==> src/design/tsuf_pkg.sv <==
// Shared types, constants and register codes of the time source update filter.
package tsuf_pkg;

	// Field and register widths.
	localparam int SRC_W           = 2;
	localparam int SEC_W           = 32;
	localparam int ADJ_W           = 33;
	localparam int MASK_BITS       = 4;
	localparam int PRIO_W          = 4;
	localparam int PRIO_TABLE_BITS = 16;
	localparam int CFG_DATA_W      = 16;
	localparam int CFG_INDEX_W     = 3;

	// Default number of time sources.
	localparam int SOURCES_DEF = 4;

	// Register values after reset.
	localparam logic [CFG_DATA_W-1:0] PREEMPT_RESET   = 16'd60;
	localparam logic [CFG_DATA_W-1:0] GLITCH_RESET    = 16'd10;
	localparam logic [CFG_DATA_W-1:0] IGNORE_RESET    = 16'd10;
	localparam logic [CFG_DATA_W-1:0] MAX_DELAY_RESET = 16'd10;

	// Result codes of one report.
	typedef enum logic [2:0] {
		ST_OK          = 3'd0,
		ST_STALE       = 3'd1,
		ST_GLITCH      = 3'd2,
		ST_PREEMPT     = 3'd3,
		ST_NOT_RUNNING = 3'd4,
		ST_NOT_REG     = 3'd5
	} status_t;

	// Configuration register indexes.
	typedef enum logic [CFG_INDEX_W-1:0] {
		REG_REGISTERED = 3'd0,
		REG_RUNNING    = 3'd1,
		REG_PRIORITY   = 3'd2,
		REG_PREEMPT    = 3'd3,
		REG_GLITCH     = 3'd4,
		REG_IGNORE     = 3'd5,
		REG_MAX_DELAY  = 3'd6
	} cfg_reg_t;

	// Configuration register contents.
	typedef struct packed {
		logic [MASK_BITS-1:0]       registered_mask;
		logic [MASK_BITS-1:0]       running_mask;
		logic [PRIO_TABLE_BITS-1:0] priority_table;
		logic [CFG_DATA_W-1:0]      preempt_seconds;
		logic [CFG_DATA_W-1:0]      glitch_limit;
		logic [CFG_DATA_W-1:0]      ignore_seconds;
		logic [CFG_DATA_W-1:0]      max_delay_seconds;
	} cfg_t;

	// Commands from the controller to the datapath.
	typedef struct packed {
		logic load;
		logic age;
		logic mag;
		logic glitch;
		logic scan;
		logic finish;
	} cmd_t;

	// Status from the datapath to the controller.
	typedef struct packed {
		logic rejected;
		logic glitched;
		logic preempt_hit;
		logic scan_last;
	} sts_t;

endpackage

==> src/design/tsuf_cfg.sv <==
// Configuration register file of the time source update filter.
module tsuf_cfg (
	input  logic                               clk,
	input  logic                               arst_n,
	input  logic                               we,
	input  logic [tsuf_pkg::CFG_INDEX_W-1:0]   index,
	input  logic [tsuf_pkg::CFG_DATA_W-1:0]    data,
	output tsuf_pkg::cfg_t                     cfg
);
	import tsuf_pkg::*;

	cfg_t cfg_q;

	// Register writes, one register per write request.
	always_ff @(posedge clk or negedge arst_n) begin
		if (!arst_n) begin
			cfg_q.registered_mask   <= '0;
			cfg_q.running_mask      <= '0;
			cfg_q.priority_table    <= '0;
			cfg_q.preempt_seconds   <= PREEMPT_RESET;
			cfg_q.glitch_limit      <= GLITCH_RESET;
			cfg_q.ignore_seconds    <= IGNORE_RESET;
			cfg_q.max_delay_seconds <= MAX_DELAY_RESET;
		end else if (we) begin
			unique case (cfg_reg_t'(index))
				REG_REGISTERED: cfg_q.registered_mask   <= data[MASK_BITS-1:0];
				REG_RUNNING:    cfg_q.running_mask      <= data[MASK_BITS-1:0];
				REG_PRIORITY:   cfg_q.priority_table    <= data[PRIO_TABLE_BITS-1:0];
				REG_PREEMPT:    cfg_q.preempt_seconds   <= data;
				REG_GLITCH:     cfg_q.glitch_limit      <= data;
				REG_IGNORE:     cfg_q.ignore_seconds    <= data;
				REG_MAX_DELAY:  cfg_q.max_delay_seconds <= data;
				default: begin
				end
			endcase
		end
	end

	assign cfg = cfg_q;

endmodule

==> src/design/tsuf_dp.sv <==
// Datapath of the time source update filter: report registers, per-source state, result.
module tsuf_dp #(
	parameter int NSRC = tsuf_pkg::SOURCES_DEF
) (
	input  logic                               clk,
	input  logic                               arst_n,
	input  tsuf_pkg::cfg_t                     cfg,
	input  tsuf_pkg::cmd_t                     cmd,
	output tsuf_pkg::sts_t                     sts,
	input  logic [tsuf_pkg::SRC_W-1:0]         source,
	input  logic [tsuf_pkg::SEC_W-1:0]         remote_seconds,
	input  logic [tsuf_pkg::SEC_W-1:0]         local_seconds,
	input  logic [tsuf_pkg::SEC_W-1:0]         now_seconds,
	input  logic [tsuf_pkg::SEC_W-1:0]         mono_seconds,
	output logic [2:0]                         status,
	output logic                               apply_adjust,
	output logic signed [tsuf_pkg::ADJ_W-1:0]  adjust_seconds
);
	import tsuf_pkg::*;

	localparam int IW = (NSRC > 1) ? $clog2(NSRC) : 1;

	// Report registers.
	logic [SRC_W-1:0] source_q;
	logic [SEC_W-1:0] remote_q;
	logic [SEC_W-1:0] local_q;
	logic [SEC_W-1:0] now_q;
	logic [SEC_W-1:0] mono_q;

	// Intermediate results.
	logic signed [ADJ_W-1:0] delta_q;
	logic [SEC_W-1:0]        mag_q;
	logic                    same_q;
	logic                    rej_q;
	status_t                 rej_code_q;
	logic                    glitched_q;
	logic                    preempt_q;
	logic [PRIO_W-1:0]       mine_q;
	logic [IW-1:0]           cnt_q;

	// Per-source state.
	logic [NSRC-1:0]         rebased_q;
	logic [NSRC-1:0]         glitching_q;
	logic signed [ADJ_W-1:0] gdelta_q [NSRC];
	logic [SEC_W-1:0]        last_q [NSRC];

	// Result registers.
	status_t                 status_q;
	logic                    apply_q;
	logic signed [ADJ_W-1:0] adj_q;

	logic [IW-1:0]           sidx;
	logic                    in_range;
	logic                    not_reg;
	logic                    not_run;
	logic                    future;
	logic                    late;
	logic signed [ADJ_W:0]   diff;
	logic                    big;
	logic                    g_nx;
	logic signed [ADJ_W-1:0] gd_nx;
	logic [1:0]              cidx;
	logic                    hit;
	logic                    ok;
	status_t                 final_st;

	assign sidx     = IW'(source_q);
	assign in_range = int'(source_q) < NSRC;
	assign cidx     = 2'(cnt_q);

	// Admission checks: registration, run state and report age.
	assign not_reg = !in_range || !cfg.registered_mask[source_q];
	assign not_run = !cfg.running_mask[source_q];
	assign future  = now_q < local_q;
	assign late    = {1'b0, now_q} > ({1'b0, local_q} + {17'b0, cfg.max_delay_seconds});

	// Distance of the new delta from the held glitch delta.
	assign diff = (ADJ_W+1)'(delta_q) - (ADJ_W+1)'(gdelta_q[sidx]);

	// Glitch filter: a large delta must repeat, within one second, before it passes.
	always_comb begin
		big   = (mag_q > {16'b0, cfg.glitch_limit}) && rebased_q[sidx];
		g_nx  = 1'b0;
		gd_nx = '0;
		if (big) begin
			if (glitching_q[sidx]) begin
				if (!same_q) begin
					g_nx  = 1'b1;
					gd_nx = delta_q;
				end
			end else begin
				g_nx  = 1'b1;
				gd_nx = delta_q;
			end
		end
	end

	// Preemption test of the source under the scan counter.
	assign hit = (cnt_q != sidx) && cfg.registered_mask[cidx] &&
		(cfg.priority_table[{cidx, 2'b00} +: PRIO_W] > mine_q) && rebased_q[cnt_q] &&
		({1'b0, mono_q} < ({1'b0, last_q[cnt_q]} + {17'b0, cfg.preempt_seconds}));

	// Final verdict of the report.
	always_comb begin
		priority if (rej_q)      final_st = rej_code_q;
		else if (glitched_q)     final_st = ST_GLITCH;
		else if (preempt_q)      final_st = ST_PREEMPT;
		else                     final_st = ST_OK;
	end
	assign ok = (final_st == ST_OK);

	// Report capture and working registers.
	always_ff @(posedge clk) begin
		if (cmd.load) begin
			source_q <= source;
			remote_q <= remote_seconds;
			local_q  <= local_seconds;
			now_q    <= now_seconds;
			mono_q   <= mono_seconds;
		end
		if (cmd.age) begin
			delta_q <= {1'b0, remote_q} - {1'b0, local_q};
			rej_q   <= not_reg || not_run || future || late;
			priority if (not_reg)  rej_code_q <= ST_NOT_REG;
			else if (not_run)      rej_code_q <= ST_NOT_RUNNING;
			else                   rej_code_q <= ST_STALE;
		end
		if (cmd.mag) begin
			mag_q  <= delta_q[ADJ_W-1] ? SEC_W'(-delta_q) : delta_q[SEC_W-1:0];
			same_q <= (diff == '0) || (diff == (ADJ_W+1)'(1)) || (diff == '1);
		end
		if (cmd.glitch) begin
			glitched_q <= g_nx;
			mine_q     <= cfg.priority_table[{source_q, 2'b00} +: PRIO_W];
		end
		if (cmd.finish) begin
			status_q <= final_st;
			apply_q  <= ok && (mag_q > {16'b0, cfg.ignore_seconds});
			adj_q    <= (ok && (mag_q > {16'b0, cfg.ignore_seconds})) ? delta_q : '0;
		end
	end

	// Scan counter and preemption flag.
	always_ff @(posedge clk or negedge arst_n) begin
		if (!arst_n) begin
			cnt_q     <= '0;
			preempt_q <= 1'b0;
		end else if (cmd.load) begin
			cnt_q     <= '0;
			preempt_q <= 1'b0;
		end else if (cmd.scan) begin
			cnt_q <= cnt_q + IW'(1);
			if (hit) begin
				preempt_q <= 1'b1;
			end
		end
	end

	// Per-source state: glitch filter and sync record.
	always_ff @(posedge clk or negedge arst_n) begin
		if (!arst_n) begin
			rebased_q   <= '0;
			glitching_q <= '0;
			for (int i = 0; i < NSRC; i++) begin
				gdelta_q[i] <= '0;
				last_q[i]   <= '0;
			end
		end else begin
			if (cmd.glitch && !rej_q) begin
				glitching_q[sidx] <= g_nx;
				gdelta_q[sidx]    <= gd_nx;
			end
			if (cmd.finish && ok) begin
				rebased_q[sidx] <= 1'b1;
				last_q[sidx]    <= mono_q;
			end
		end
	end

	assign sts.rejected    = rej_q;
	assign sts.glitched    = g_nx;
	assign sts.preempt_hit = hit;
	assign sts.scan_last   = (cnt_q == IW'(NSRC - 1));

	assign status         = status_q;
	assign apply_adjust   = apply_q;
	assign adjust_seconds = adj_q;

	// An adjustment is zero unless it is applied.
	a_adj_zero: assert property (@(posedge clk) disable iff (!arst_n)
		cmd.finish |=> (apply_q || adj_q == '0))
		else $error("adjustment nonzero without apply");

	// A preemption hit in the scan is remembered.
	a_preempt_kept: assert property (@(posedge clk) disable iff (!arst_n)
		cmd.scan && hit |=> preempt_q)
		else $error("preemption hit lost");

	// A rejected report never shifts the time.
	a_reject_no_apply: assert property (@(posedge clk) disable iff (!arst_n)
		cmd.finish && rej_q |=> !apply_q)
		else $error("adjustment applied for a rejected report");

endmodule

==> src/design/tsuf_ctrl.sv <==
// Controller of the time source update filter: sequencing and handshakes.
module tsuf_ctrl (
	input  logic            clk,
	input  logic            arst_n,
	input  logic            in_valid,
	output logic            in_stall,
	output logic            out_valid,
	input  logic            out_stall,
	output tsuf_pkg::cmd_t  cmd,
	input  tsuf_pkg::sts_t  sts
);
	import tsuf_pkg::*;

	typedef enum logic [2:0] {
		S_IDLE,
		S_AGE,
		S_MAG,
		S_GLITCH,
		S_SCAN,
		S_FINISH
	} state_t;

	state_t state_q;
	logic   out_valid_q;
	logic   out_free;

	assign out_free = !out_valid_q || !out_stall;

	// Commands for the datapath.
	always_comb begin
		cmd        = '0;
		cmd.load   = (state_q == S_IDLE) && in_valid;
		cmd.age    = (state_q == S_AGE);
		cmd.mag    = (state_q == S_MAG);
		cmd.glitch = (state_q == S_GLITCH);
		cmd.scan   = (state_q == S_SCAN);
		cmd.finish = (state_q == S_FINISH) && out_free;
	end

	// State sequence and result valid flag.
	always_ff @(posedge clk or negedge arst_n) begin
		if (!arst_n) begin
			state_q     <= S_IDLE;
			out_valid_q <= 1'b0;
		end else begin
			if (cmd.finish) begin
				out_valid_q <= 1'b1;
			end else if (out_valid_q && !out_stall) begin
				out_valid_q <= 1'b0;
			end
			unique case (state_q)
				S_IDLE: begin
					if (in_valid) begin
						state_q <= S_AGE;
					end
				end
				S_AGE: state_q <= S_MAG;
				S_MAG: state_q <= S_GLITCH;
				S_GLITCH: begin
					if (sts.rejected || sts.glitched) begin
						state_q <= S_FINISH;
					end else begin
						state_q <= S_SCAN;
					end
				end
				S_SCAN: begin
					if (sts.preempt_hit || sts.scan_last) begin
						state_q <= S_FINISH;
					end
				end
				S_FINISH: begin
					if (out_free) begin
						state_q <= S_IDLE;
					end
				end
				default: state_q <= S_IDLE;
			endcase
		end
	end

	assign in_stall  = (state_q != S_IDLE);
	assign out_valid = out_valid_q;

	// An accepted request keeps the input side busy.
	a_busy_after_accept: assert property (@(posedge clk) disable iff (!arst_n)
		in_valid && !in_stall |=> in_stall)
		else $error("input not held off after accept");

	// A finished result shows up as valid.
	a_result_valid: assert property (@(posedge clk) disable iff (!arst_n)
		cmd.finish |=> out_valid)
		else $error("finished result not valid");

	// A pending result is never overwritten.
	a_no_overwrite: assert property (@(posedge clk) disable iff (!arst_n)
		state_q == S_FINISH && out_valid_q && out_stall |=> state_q == S_FINISH)
		else $error("result overwritten while stalled");

endmodule

==> src/design/time_source_update_filter_unit.sv <==
// Top level of the time source update filter.
// Each request is one time report; it yields exactly one result with a status,
// an apply flag and the signed seconds adjustment. A report is taken only while
// the block is idle. A rejected or glitched report goes from the age, magnitude
// and glitch steps straight to the finish step; a report that reaches the priority
// check also passes the scan, in which the last-sync times of the other
// sources are checked one per cycle through a single adder and comparator (the
// scan stops at the first preempting source). The result waits in an output
// register, so the next report is accepted while it is still stalled.
module time_source_update_filter_unit #(
	parameter int SOURCES = tsuf_pkg::SOURCES_DEF
) (
	input  logic                               clk,
	input  logic                               arst_n,
	input  logic                               in_valid,
	output logic                               in_stall,
	input  logic [tsuf_pkg::SRC_W-1:0]         source,
	input  logic [tsuf_pkg::SEC_W-1:0]         remote_seconds,
	input  logic [tsuf_pkg::SEC_W-1:0]         local_seconds,
	input  logic [tsuf_pkg::SEC_W-1:0]         now_seconds,
	input  logic [tsuf_pkg::SEC_W-1:0]         mono_seconds,
	output logic                               out_valid,
	input  logic                               out_stall,
	output logic [2:0]                         status,
	output logic                               apply_adjust,
	output logic signed [tsuf_pkg::ADJ_W-1:0]  adjust_seconds,
	input  logic                               cfg_write,
	input  logic [tsuf_pkg::CFG_INDEX_W-1:0]   cfg_index,
	input  logic [tsuf_pkg::CFG_DATA_W-1:0]    cfg_data
);
	import tsuf_pkg::*;

	// Only sources within the mask width can ever be registered.
	localparam int NSRC = (SOURCES < MASK_BITS) ? SOURCES : MASK_BITS;

	cfg_t cfg;
	cmd_t cmd;
	sts_t sts;

	tsuf_cfg u_cfg (
		.clk    (clk),
		.arst_n (arst_n),
		.we     (cfg_write),
		.index  (cfg_index),
		.data   (cfg_data),
		.cfg    (cfg)
	);

	tsuf_ctrl u_ctrl (
		.clk       (clk),
		.arst_n    (arst_n),
		.in_valid  (in_valid),
		.in_stall  (in_stall),
		.out_valid (out_valid),
		.out_stall (out_stall),
		.cmd       (cmd),
		.sts       (sts)
	);

	tsuf_dp #(
		.NSRC (NSRC)
	) u_dp (
		.clk            (clk),
		.arst_n         (arst_n),
		.cfg            (cfg),
		.cmd            (cmd),
		.sts            (sts),
		.source         (source),
		.remote_seconds (remote_seconds),
		.local_seconds  (local_seconds),
		.now_seconds    (now_seconds),
		.mono_seconds   (mono_seconds),
		.status         (status),
		.apply_adjust   (apply_adjust),
		.adjust_seconds (adjust_seconds)
	);

endmodule

==> config.mk <==
export PLATFORM = sky130hd
export DESIGN_NAME = time_source_update_filter_unit
export DESIGN_NICKNAME = d
export VERILOG_FILES = /design/src/design/tsuf_pkg.sv /design/src/design/tsuf_cfg.sv /design/src/design/tsuf_dp.sv /design/src/design/tsuf_ctrl.sv /design/src/design/time_source_update_filter_unit.sv
export SDC_FILE = /design/constraint.sdc
export NUM_CORES = 1
export LEC_CHECK = 0
export BUFFER_PORTS_ARGS = -buffer_cell sky130_fd_sc_hd__buf_4
export CORE_ASPECT_RATIO = 0.5
export CORE_MARGIN = 1.5
export CORE_UTILIZATION = 30
export DETAILED_ROUTE_END_ITERATION = 8
export GPL_TIMING_DRIVEN = 0
export PLACE_DENSITY = 0.53
export SETUP_SLACK_MARGIN = 0.4
export SLEW_MARGIN = 40
export SYNTH_ARGS = -nofsm -noshare
export SYNTH_HDL_FRONTEND = slang
export SYNTH_SLANG_ARGS = --single-unit
==> constraint.sdc <==
create_clock -name clk -period 6.74 [get_ports clk]
set_clock_uncertainty 0.15 [all_clocks]
set_input_delay 2.022 -clock clk [delete_from_list [all_inputs] [get_ports clk]]
set_output_delay 2.022 -clock clk [all_outputs]
set_load 0.01 [all_outputs]
# ---- Yosys cells after proc, flatten, opt, wreduce, memory -nomap -nowiden
# Index checks and enable logic that the tools add are counted.
dict set report op_classes {
  bitwise 3
  shift 2
  n_eq_ne 18
  magnitude_cmp 12
  add_sub_neg 6
  muxes 50
  reduce_logical 43
}
# op n
set ops {}
lappend ops {{33-bit two-way mux} 6}
lappend ops {{132-bit bitwise mux} 1}
lappend ops {{128-bit bitwise mux} 1}
lappend ops {{32-bit two-way mux} 4}
lappend ops {{32-bit by 16-bit adder with 33-bit output} 2}
lappend ops {{33-bit binary-select mux with 2-bit select} 1}
lappend ops {{33-bit demux with 2-bit select} 1}
lappend ops {{32-bit binary-select mux with 2-bit select} 1}
lappend ops {{32-bit demux with 2-bit select} 1}
lappend ops {{32-bit by 16-bit greater-than comparator with 1-bit output} 2}
lappend ops {{34-bit by 2-bit == test with 1-bit output, second input constant} 1}
lappend ops {{34-bit == test, second input constant} 1}
lappend ops {{34-bit logical NOT} 1}
lappend ops {{33-bit by 33-bit subtractor with 34-bit output} 1}
lappend ops {{32-bit by 33-bit greater-than comparator with 1-bit output} 1}
lappend ops {{32-bit by 33-bit less-than comparator with 1-bit output} 1}
lappend ops {{32-bit by 32-bit subtractor with 33-bit output} 1}
lappend ops {{32-bit less-than comparator} 1}
lappend ops {{32-bit negation} 1}
lappend ops {{16-bit by 5-bit indexed part select with 4-bit output} 2}
lappend ops {{3-bit two-way mux} 6}
lappend ops {{3-bit one-hot mux with 6 select lines} 1}
lappend ops {{1-bit two-way mux} 16}
lappend ops {{2-bit AND reduction} 8}
lappend ops {{26 further kinds} 72}
dict set report word_totals {
  out_inout_bits 39
  input_bits 154
  word_cells 170
  regBits 605
}

# ---- Depth between registers and ports, before layout
# Gate-level depths: netlist of the first run.
dict set report depth {
  depth_word 10
  mapped_depth 30
  mapped_depth_nobuf 26
}

# ---- Modules after synthesis
# A second synthesis of the first run with hierarchy kept.
dict set report hier_totals {
  hier_cells 2705
  hier_area_um2 32643.8
}
# module area_each_um2 instances seq_area_each_um2 cells_each
set by_module_without_submodules {}
lappend by_module_without_submodules {tsuf_dp 28955.3 1 14018.4 2486}
lappend by_module_without_submodules {tsuf_cfg 3460.8 1 2214.6 193}
lappend by_module_without_submodules {tsuf_ctrl 227.7 1 100.1 26}

# ---- Least setup slack after synthesis of the first run
# No wires, ideal clock.
dict set report synth_timing {
  kind {in2reg}
  start {in in_valid}
  end {reg u_dp.local_q[0] (enable)}
  n_path_buf 0
  stages 2
  t_arrival_ns 7.415
  required_time_ns 5.969
  path_slack_ns -1.446
  setup_ns 0.621
  path_cell_list {inv_1 nor2_1}
}
# item line
set synth_lines {}
lappend synth_lines {{start: declaration} time_source_update_filter_unit.sv:15} ;# input logic in_valid,
lappend synth_lines {{end signal: assignment} tsuf_dp.sv:117} ;# local_q <= local_seconds;
lappend synth_lines {{end: declaration} tsuf_dp.sv:26} ;# logic [SEC_W-1:0] local_q;

# ---- Worst setup path after layout of the first run
dict set report layout_timing {
  start {reg u_dp.source_q[1], in the netlist u_dp.sidx[1]}
  end {reg u_dp.same_q (data pin)}
}
dict set report layout_via {
  elab_chain_cells 8
  word_cells_on_any_way 10
  classes_between {add/sub (1); eq/ne (2); mux (3); bitwise (1); reduce/logical (3)}
}
# item line
set layout_rtl {}
lappend layout_rtl {{start: declaration} tsuf_dp.sv:24} ;# logic [SRC_W-1:0] source_q;
lappend layout_rtl {{start signal: assignment} tsuf_dp.sv:115} ;# source_q <= source;
lappend layout_rtl {{2-bit NOT with 3-bit output (not written as such) (*)} tsuf_dp.sv:78} ;# assign diff = (ADJ_W+1)'(delta_q) - (ADJ_W+1)'(gdelta_q[sidx]);
lappend layout_rtl {{33-bit binary-select mux with 2-bit select (*)} tsuf_dp.sv:78}
lappend layout_rtl {{33-bit two-way mux (not written as such) (*) (2 in a row)} tsuf_dp.sv:78}
lappend layout_rtl {{33-bit by 33-bit subtractor with 34-bit output (*)} tsuf_dp.sv:78}
lappend layout_rtl {{34-bit by 2-bit == test with 1-bit output / 34-bit logical NOT (equally long branches)} tsuf_dp.sv:130} ;# same_q <= (diff == '0) || (diff == (ADJ_W+1)'(1)) || (diff == '1);
lappend layout_rtl {{1-bit logical OR} tsuf_dp.sv:130}
lappend layout_rtl {{1-bit logical OR (*)} tsuf_dp.sv:130}
lappend layout_rtl {{end signal: assignment} tsuf_dp.sv:130}
lappend layout_rtl {{end: declaration} tsuf_dp.sv:33} ;# logic same_q;
# Mark *: on every way between the ends. The rest lies on a longest branch, timed or not. The select of a mux whose other input is x is not followed.
# A chain may end at the register's enable or synchronous reset.

==> results.md, run 1 <==
- Setup WS pre-CTS: -1.87 ns
- First-pass GRT wire length: 134000 µm
- Register area share after synthesis: 51.3%
- Worst EP arrival: 6.42 ns
- Post-Syn Nets: 3019
- Top-count cell post-synth: dfrtp_1
- PwrDens: 368 nW/µm²
- LEAKAGE: 15.8 nW
- CTS H-tree lvls: 3
- Global Route Usage Sum: 16.3%
- Root buffer selected by CTS: clkbuf_16
- Worst VDD drop: 172 µV
- Largest net degree at the start of global routing: 74
- Crit start category: register
- Post-synth top cells: dfrtp_1, nand2_1, edfxtp_1, ha_1, o21ai_0
- M1 wire length: 39200 µm
- MaxCap Viol Count: 0
- Post-CTS Hold Fix Bufs: 0
- Fin nets: 3316
- Synth area leaders: dfrtp_1, edfxtp_1, ha_1, mux2_2, mux4_2
- Final Hold Fails: 0
- Hold Crit Class: reg -> reg
- Worst R2R Start: u_dp.sidx[1]
- Worst EP required: 7.06 ns
- Dpl cell area: 35500 µm²
- Area grow syn2layout: 19.1%
- CP startpoint: u_dp.sidx[1]
- Clock transition at path regs: 0.06 ns
- GRT overflow: 0
- Post-synth top flop: dfrtp_1
- RSZ-0062 raised after global routing: no
- Synth unique cells: 87
- Fill cells: 10300
- R2R Path End: u_dp.same_q
- Initial antenna violation count: 3
- Slew HR: 43.4%
- FMAX: 164 MHz
- Max-slew violations: 0
- Remaining antenna violation count: 0
- Synth top area share: 27.8%
- Number of global-route vias before repair: 22100
- Starting Density: 30.3%
- Setup Crit Path Kind: reg -> reg
- Number of synthesized flops with an enable pin: 241
- Post-synth ARST share: 60.1%
- FF+latch count, synth: 604
- Critical path fanouts, max: 10
- Layout Utilization: 36.1%
- Final worst slack: 0.639 ns
- Met3 routed WL: 3340 µm
- Worst-Skew Late Latency: 0.63 ns
- CP endpoint kind: register
- R2R depth: 18
- Mean Syn Cell Area: 12.1 µm²
- Crit path capture: u_dp.same_q
- Met2 wire len: 43300 µm
- Die H: 233 µm
- Synth Warn #: 0
- Final setup violation count: 0
- Clk buf depth: 3
- Vias per inst: 4.94
- Total CTS buffers: 66
- Tcrit/Tclk final: 90.5%
- Max layer used: met4
- Gp weighted congestion: 0.852
- Total routed wirelength: 88300 µm
- DP HPWL: 66400 µm
- WL/cell: 20.1 µm
- Fin crit period: 6.10 ns
- Cell taking the most area after synthesis: dfrtp_1
- Die area: 108000 µm²
- Num ports: 193
- Post-Syn Area: 31800 µm²
- Detailed Route Iter0 Violations: 1442
- Share of cells above drive strength 1: 23.8%
- Clk sinks: 604
- Port Buffers: 190
- Vias: 21800
- Placeable Area: 105000 µm²
- Post-Syn Instances: 2632
- Row Count: 84
- DRT Pass-1 Iters: 5
- Outcome: completed
- # DRC: 0
- Finished Cell Area: 37900 µm²
- CTS tree: done
- Register-to-register setup slack: 0.64 ns
- Chip width: 464 µm
- Worst Tran Pin Value: 0.843 ns
## state kept, by name (all words and copies together) (netlist names), 3 cells and up
register             cells
u_dp.mono_q             32
u_dp.now_q              32
u_ctrl.state_q           3
u_dp.gdelta_q          132
u_dp.mine_q              4
u_dp.mag_q              32
u_dp.last_q            128
u_dp.rebased_q           4
u_dp.adjust_seconds     33
u_dp.remote_q           32
u_dp.delta_q            33
u_cfg.cfg               88
u_dp.glitching_q         4
u_dp.local_q            32
u_dp.status              3
## metrics by stage
stage	TNS (ns)	instances	hold WS, ns	power [mW]
2_1_floorplan	0	2632	0.295	8.70
3_3_place_gp	-413.97	4241	0.306	10.2
3_5_place_dp	-3.96	4268	0.316	10.3
4_1_cts	0	4390	0.328	14.0
5_1_grt	0	4400	0.345	14.8
6_report	0	4401	0.326	14.0
## how the worst min path moves through the flow
stage | from | end | depth (start not counted)
CTS | u_dp.gdelta_q[56] | u_dp.gdelta_q[56] | 2
global placement | u_dp.gdelta_q[90] | u_dp.gdelta_q[90] | 2
finish | u_dp.gdelta_q[6] | u_dp.gdelta_q[6] | 2
global route | u_dp.gdelta_q[61] | u_dp.gdelta_q[61] | 2
floorplan | u_dp.gdelta_q[33] | u_dp.gdelta_q[33] | 2
detailed placement | u_dp.gdelta_q[49] | u_dp.gdelta_q[49] | 2
## layout make-up
cell class              instances  area [µm²]  area share (%)
inverters                     134         503            1.33
clock inverters                31         221           0.584
repair buffers                229        1920            5.07
multi-input cells            1805       14800            39.1
plain buffers                  89         464            1.22
well taps                    1419        1780            4.68
clock buffers                  88        1850            4.87
flip-flops and latches        604       16300            43.1
diodes                          2        5.00          0.0132
## worst max-delay path: stages (launching register included)
cell,delay [ns]
edfxtp_1,0.50
buf_2,0.40
clkbuf_4,0.35
clkbuf_4,0.33
mux4_2,0.29
ha_1,0.17
inv_1,0.06
fa_1,0.42
a211oi_1,0.28
o21a_1,0.24
o21ai_2,0.13
a211oi_1,0.38
nor2b_1,0.09
o32ai_1,0.44
nand4_1,0.18
or4_1,0.50
or4_1,0.55
nor4_1,0.29
a31o_1,0.21
## timing repair
| action | 4_1_cts | 5_1_grt |
|---|---|---|
| endpoints found under the hold margin | 0 | 0 |
| buffers inserted | 3 | 9 |
| pin swaps | 5 | 12 |
| endpoints found under the setup margin | 3 | 4 |
| gates resized for setup | 44 | 23 |
## power by group
| group | total [mW] | internal [mW] | switching [mW] |
|---|---|---|---|
| Sequential | 5.45 | 4.77 | 0.681 |
| Combinational | 4.97 | 2.25 | 2.71 |
| Clock | 3.54 | 2.01 | 1.53 |
## layer usage
metal / vias up / GRT usage, %
li1: 10300 / -
met1: 11000 / 20.9
met4: 0 / 5.05
met5: - / 0
met3: 126 / 2.82
met2: 377 / 27.9
## cells by family (layout without fill, tap and decap cells)
family,after synthesis,count (layout),synth area share (%)
compound gates,542,542,10.7
other cells,0,2,0
mux,284,284,12.8
xor+xnor,143,143,3.93
simple gates,603,603,9.38
fa+ha+maj,233,233,9.25
buf+inv,223,571,2.67
flops,604,604,51.3
## cell usage in the layout, fill, tap and decap left out, types with 24 or more instances in the layout
cell type	synthesis	layout
o21ai_0	213	210
and2_1	43	42
nor3_1	25	24
xnor2_1	103	103
nand2_1	256	255
inv_1	134	134
a21o_1	68	68
buf_4	0	211
dfrtp_1	353	352
clkbuf_1	78	77
nand3_1	24	24
mux4_2	77	77
nor2_1	68	65
edfxtp_1	241	241
o21a_1	25	25
xor2_1	40	40
a21oi_1	106	102
nand4_1	38	38
clkbuf_16	0	69
mux2_2	205	205
ha_1	229	229
No activity file was read; power rests on OpenSTA's default activity.
==> run 2, diff against run 1 <==
Settings changed: CTS_BUF_LIST from default to sky130_fd_sc_hd__clkbuf_4 sky130_fd_sc_hd__clkbuf_8.
==> run 2 against run 1 <==
- core utilization about the same
- combinational power about the same
- count of clock-buffer cells in the layout up 61
- total power down 1.6%
- global-route usage about the same
- final cell count up 1.4%
- die area unchanged
- first-iteration DRC count down 2.4%
- routed wire length up 0.15%
- maximum frequency up 0.26%
- largest cell class unchanged
- largest power group unchanged
==> results.md, run 2 (synthesis results as in run 1) <==
- Outcome: completed
- Die area: 108000 µm² (unchanged)
- LEAKAGE: 15.8 nW (+0.34%)
- Placeable Area: 105000 µm² (unchanged)
- Setup WS pre-CTS: -1.87 ns (unchanged)
- Setup TNS: 0 ns (unchanged)
- Max reg flops: 132 (unchanged)
- Worst EP arrival: 6.52 ns (+0.10 ns)
- Share of cells above drive strength 1: 25.6% (+1.9 points)
- Final Power: 13.7 mW (-1.6%)
- Port Buffers: 190 (unchanged)
- Post-CTS Hold Fix Bufs: 0 (unchanged)
- Crit start category: register
- DP HPWL: 66400 µm (unchanged)
- Layout Utilization: 36.0% (about the same)
- DRT Pass-1 Iters: 7 (+2)
- FF+latch area: 16300 µm² (unchanged)
- Layer with the highest usage: met2
- FMAX: 164 MHz (+0.26%)
- Area grow syn2layout: 19.0% (about the same)
- Multi-input logic area: 14800 µm² (about the same)
- Final Hold Fails: 0 (unchanged)
- Register-to-register setup slack: 0.65 ns (+0.02 ns)
- Root buffer selected by CTS: clkbuf_8
- Fin nets: 3347 (+0.93%)
- Met1 Use GR: 21.0% (+0.18 points)
- CTS H-tree lvls: 3 (unchanged)
- Most flop-heavy register: u_dp.gdelta_q
- Vias: 22000 (+1.0%)
- Tcrit/Tclk final: 90.3% (-0.23 points)
- Crit path capture: u_dp.same_q
- Worst VDD drop: 158 µV (-7.6%)
- Clock transition at path regs: 0.06 ns (about the same)
- Global routing usage on met2: 28.0% (+0.042 points)
- Most frequent cells in the layout: dfrtp_1, nand2_1, edfxtp_1
- Initial antenna violation count: 4 (+1)
- First-pass GRT wire length: 135000 µm (+0.54%)
- R2R depth: 18 (unchanged)
- Fill cells: 10400 (+0.49%)
- Number of global-route vias before repair: 22500 (+1.6%)
- Final setup violation count: 0 (unchanged)
- Clk buf depth: 3 (unchanged)
- Fin crit period: 6.09 ns (-0.0156 ns)
- Global Route Usage Sum: 16.3% (+0.021 points)
- RSZ-0062 raised after global routing: no
- PwrDens: 362 nW/µm² (-1.5%)
- Critical path fanouts, max: 10 (unchanged)
- Hold path depth: 2 (unchanged)
- GR Util met3: 2.65% (-0.18 points)
- Worst-Skew Late Latency: 0.77 ns (+0.14 ns)
- GRT overflow: 0 (unchanged)
- CP startpoint: u_dp.sidx[1]
- MaxCap Viol Count: 0 (unchanged)
- Die H: 233 µm (unchanged)
- Num ports: 193 (unchanged)
- Row Count: 84 (unchanged)
- Chip width: 464 µm (unchanged)
- Setup Crit Path Kind: reg -> reg
- Worst Tran Pin Value: 0.819 ns (-0.0240 ns)
- Worst EP required: 7.17 ns (+0.11 ns)
- Vias per inst: 4.92 (-0.39%)
- R2R Path End: u_dp.same_q
- Worst R2R Start: u_dp.sidx[1]
- CP endpoint kind: register
- Total CTS buffers: 97 (+47%)
- Max-slew violations: 0 (unchanged)
- Largest net degree at the start of global routing: 74 (unchanged)
- WL/cell: 19.8 µm (-1.2%)
- # DRC: 0 (unchanged)
- Gp weighted congestion: 0.852 (unchanged)
- Remaining antenna violation count: 0 (unchanged)
- Final worst slack: 0.654 ns (+0.0156 ns)
- CTS tree: done
- Commonest non-fill, non-tap cell in the layout: dfrtp_1
- Detailed Route Iter0 Violations: 1408 (-2.4%)
- Slew HR: 45.0% (+1.6 points)
- Clk sinks: 604 (unchanged)
- Starting Density: 30.3% (unchanged)
- Hold Crit Class: reg -> reg
- Total routed wirelength: 88500 µm (+0.15%)
## run 2: final cells by class
cell class	instances	area share, %
multi-input combinational	1805	39.2
clock inverter	32	0.466
antenna	2	0.0132
buffer	89	1.23
timing repair buffer	229	5.08
sequential	604	43.1
clock buffer	149	4.90
inverter	134	1.33
tap	1419	4.69
## run 2: worst min path at each step
stage	from	endpoint	slack, ns
after floorplan	u_dp.gdelta_q[33]	u_dp.gdelta_q[33]	0.29
after global placement	u_dp.gdelta_q[90]	u_dp.gdelta_q[90]	0.31
after detailed placement	u_dp.gdelta_q[49]	u_dp.gdelta_q[49]	0.32
after CTS	u_dp.gdelta_q[56]	u_dp.gdelta_q[56]	0.33
after global routing	u_dp.gdelta_q[61]	u_dp.gdelta_q[61]	0.35
final	u_dp.gdelta_q[56]	u_dp.gdelta_q[56]	0.33
## run 2: critical path: stages, from the launching register on
cell and delay, ns:
edfxtp_1 0.47, buf_2 0.37, clkbuf_4 0.34, clkbuf_4 0.34, mux4_2 0.28, ha_1 0.17
inv_1 0.06, fa_1 0.42, a21oi_1 0.20, o21bai_1 0.10, xor2_1 0.15, a2111oi_0 0.50
nand4bb_1 0.20, nor4_1 0.41, nand4_1 0.18, or4_1 0.50, or4_1 0.54, nor4_1 0.29
a31o_1 0.22
## run 2: through the flow
| step | std cells | hold WS, ns | cell area, µm² |
|---|---|---|---|
| floorplan | 2632 | 0.295 | 31800 |
| global placement | 4241 | 0.306 | 35000 |
| detailed placement | 4268 | 0.316 | 35500 |
| CTS | 4452 | 0.330 | 37700 |
| global route | 4462 | 0.346 | 37900 |
| finish | 4463 | 0.326 | 37900 |
## run 2: metal layers
metal / part of all wire (%) / routed length [µm]
met3: 3.5 / 3080
met1: 45 / 39600
met2: 49 / 43500
met5: 0 / 0
met4: 2.5 / 2220
## run 2: report_power, final
part	internal, mW	total (mW)	switching (mW)
registers	4.77	5.44	0.679
logic	2.25	4.97	2.72
clock network	1.76	3.31	1.55
## run 2: what timing repair did
| action | in CTS | in global routing |
|---|---|---|
| pin swaps | 6 | 12 |
| buffers inserted | 3 | 9 |
| setup endpoints to repair | 3 | 4 |
| resized for setup | 45 | 21 |
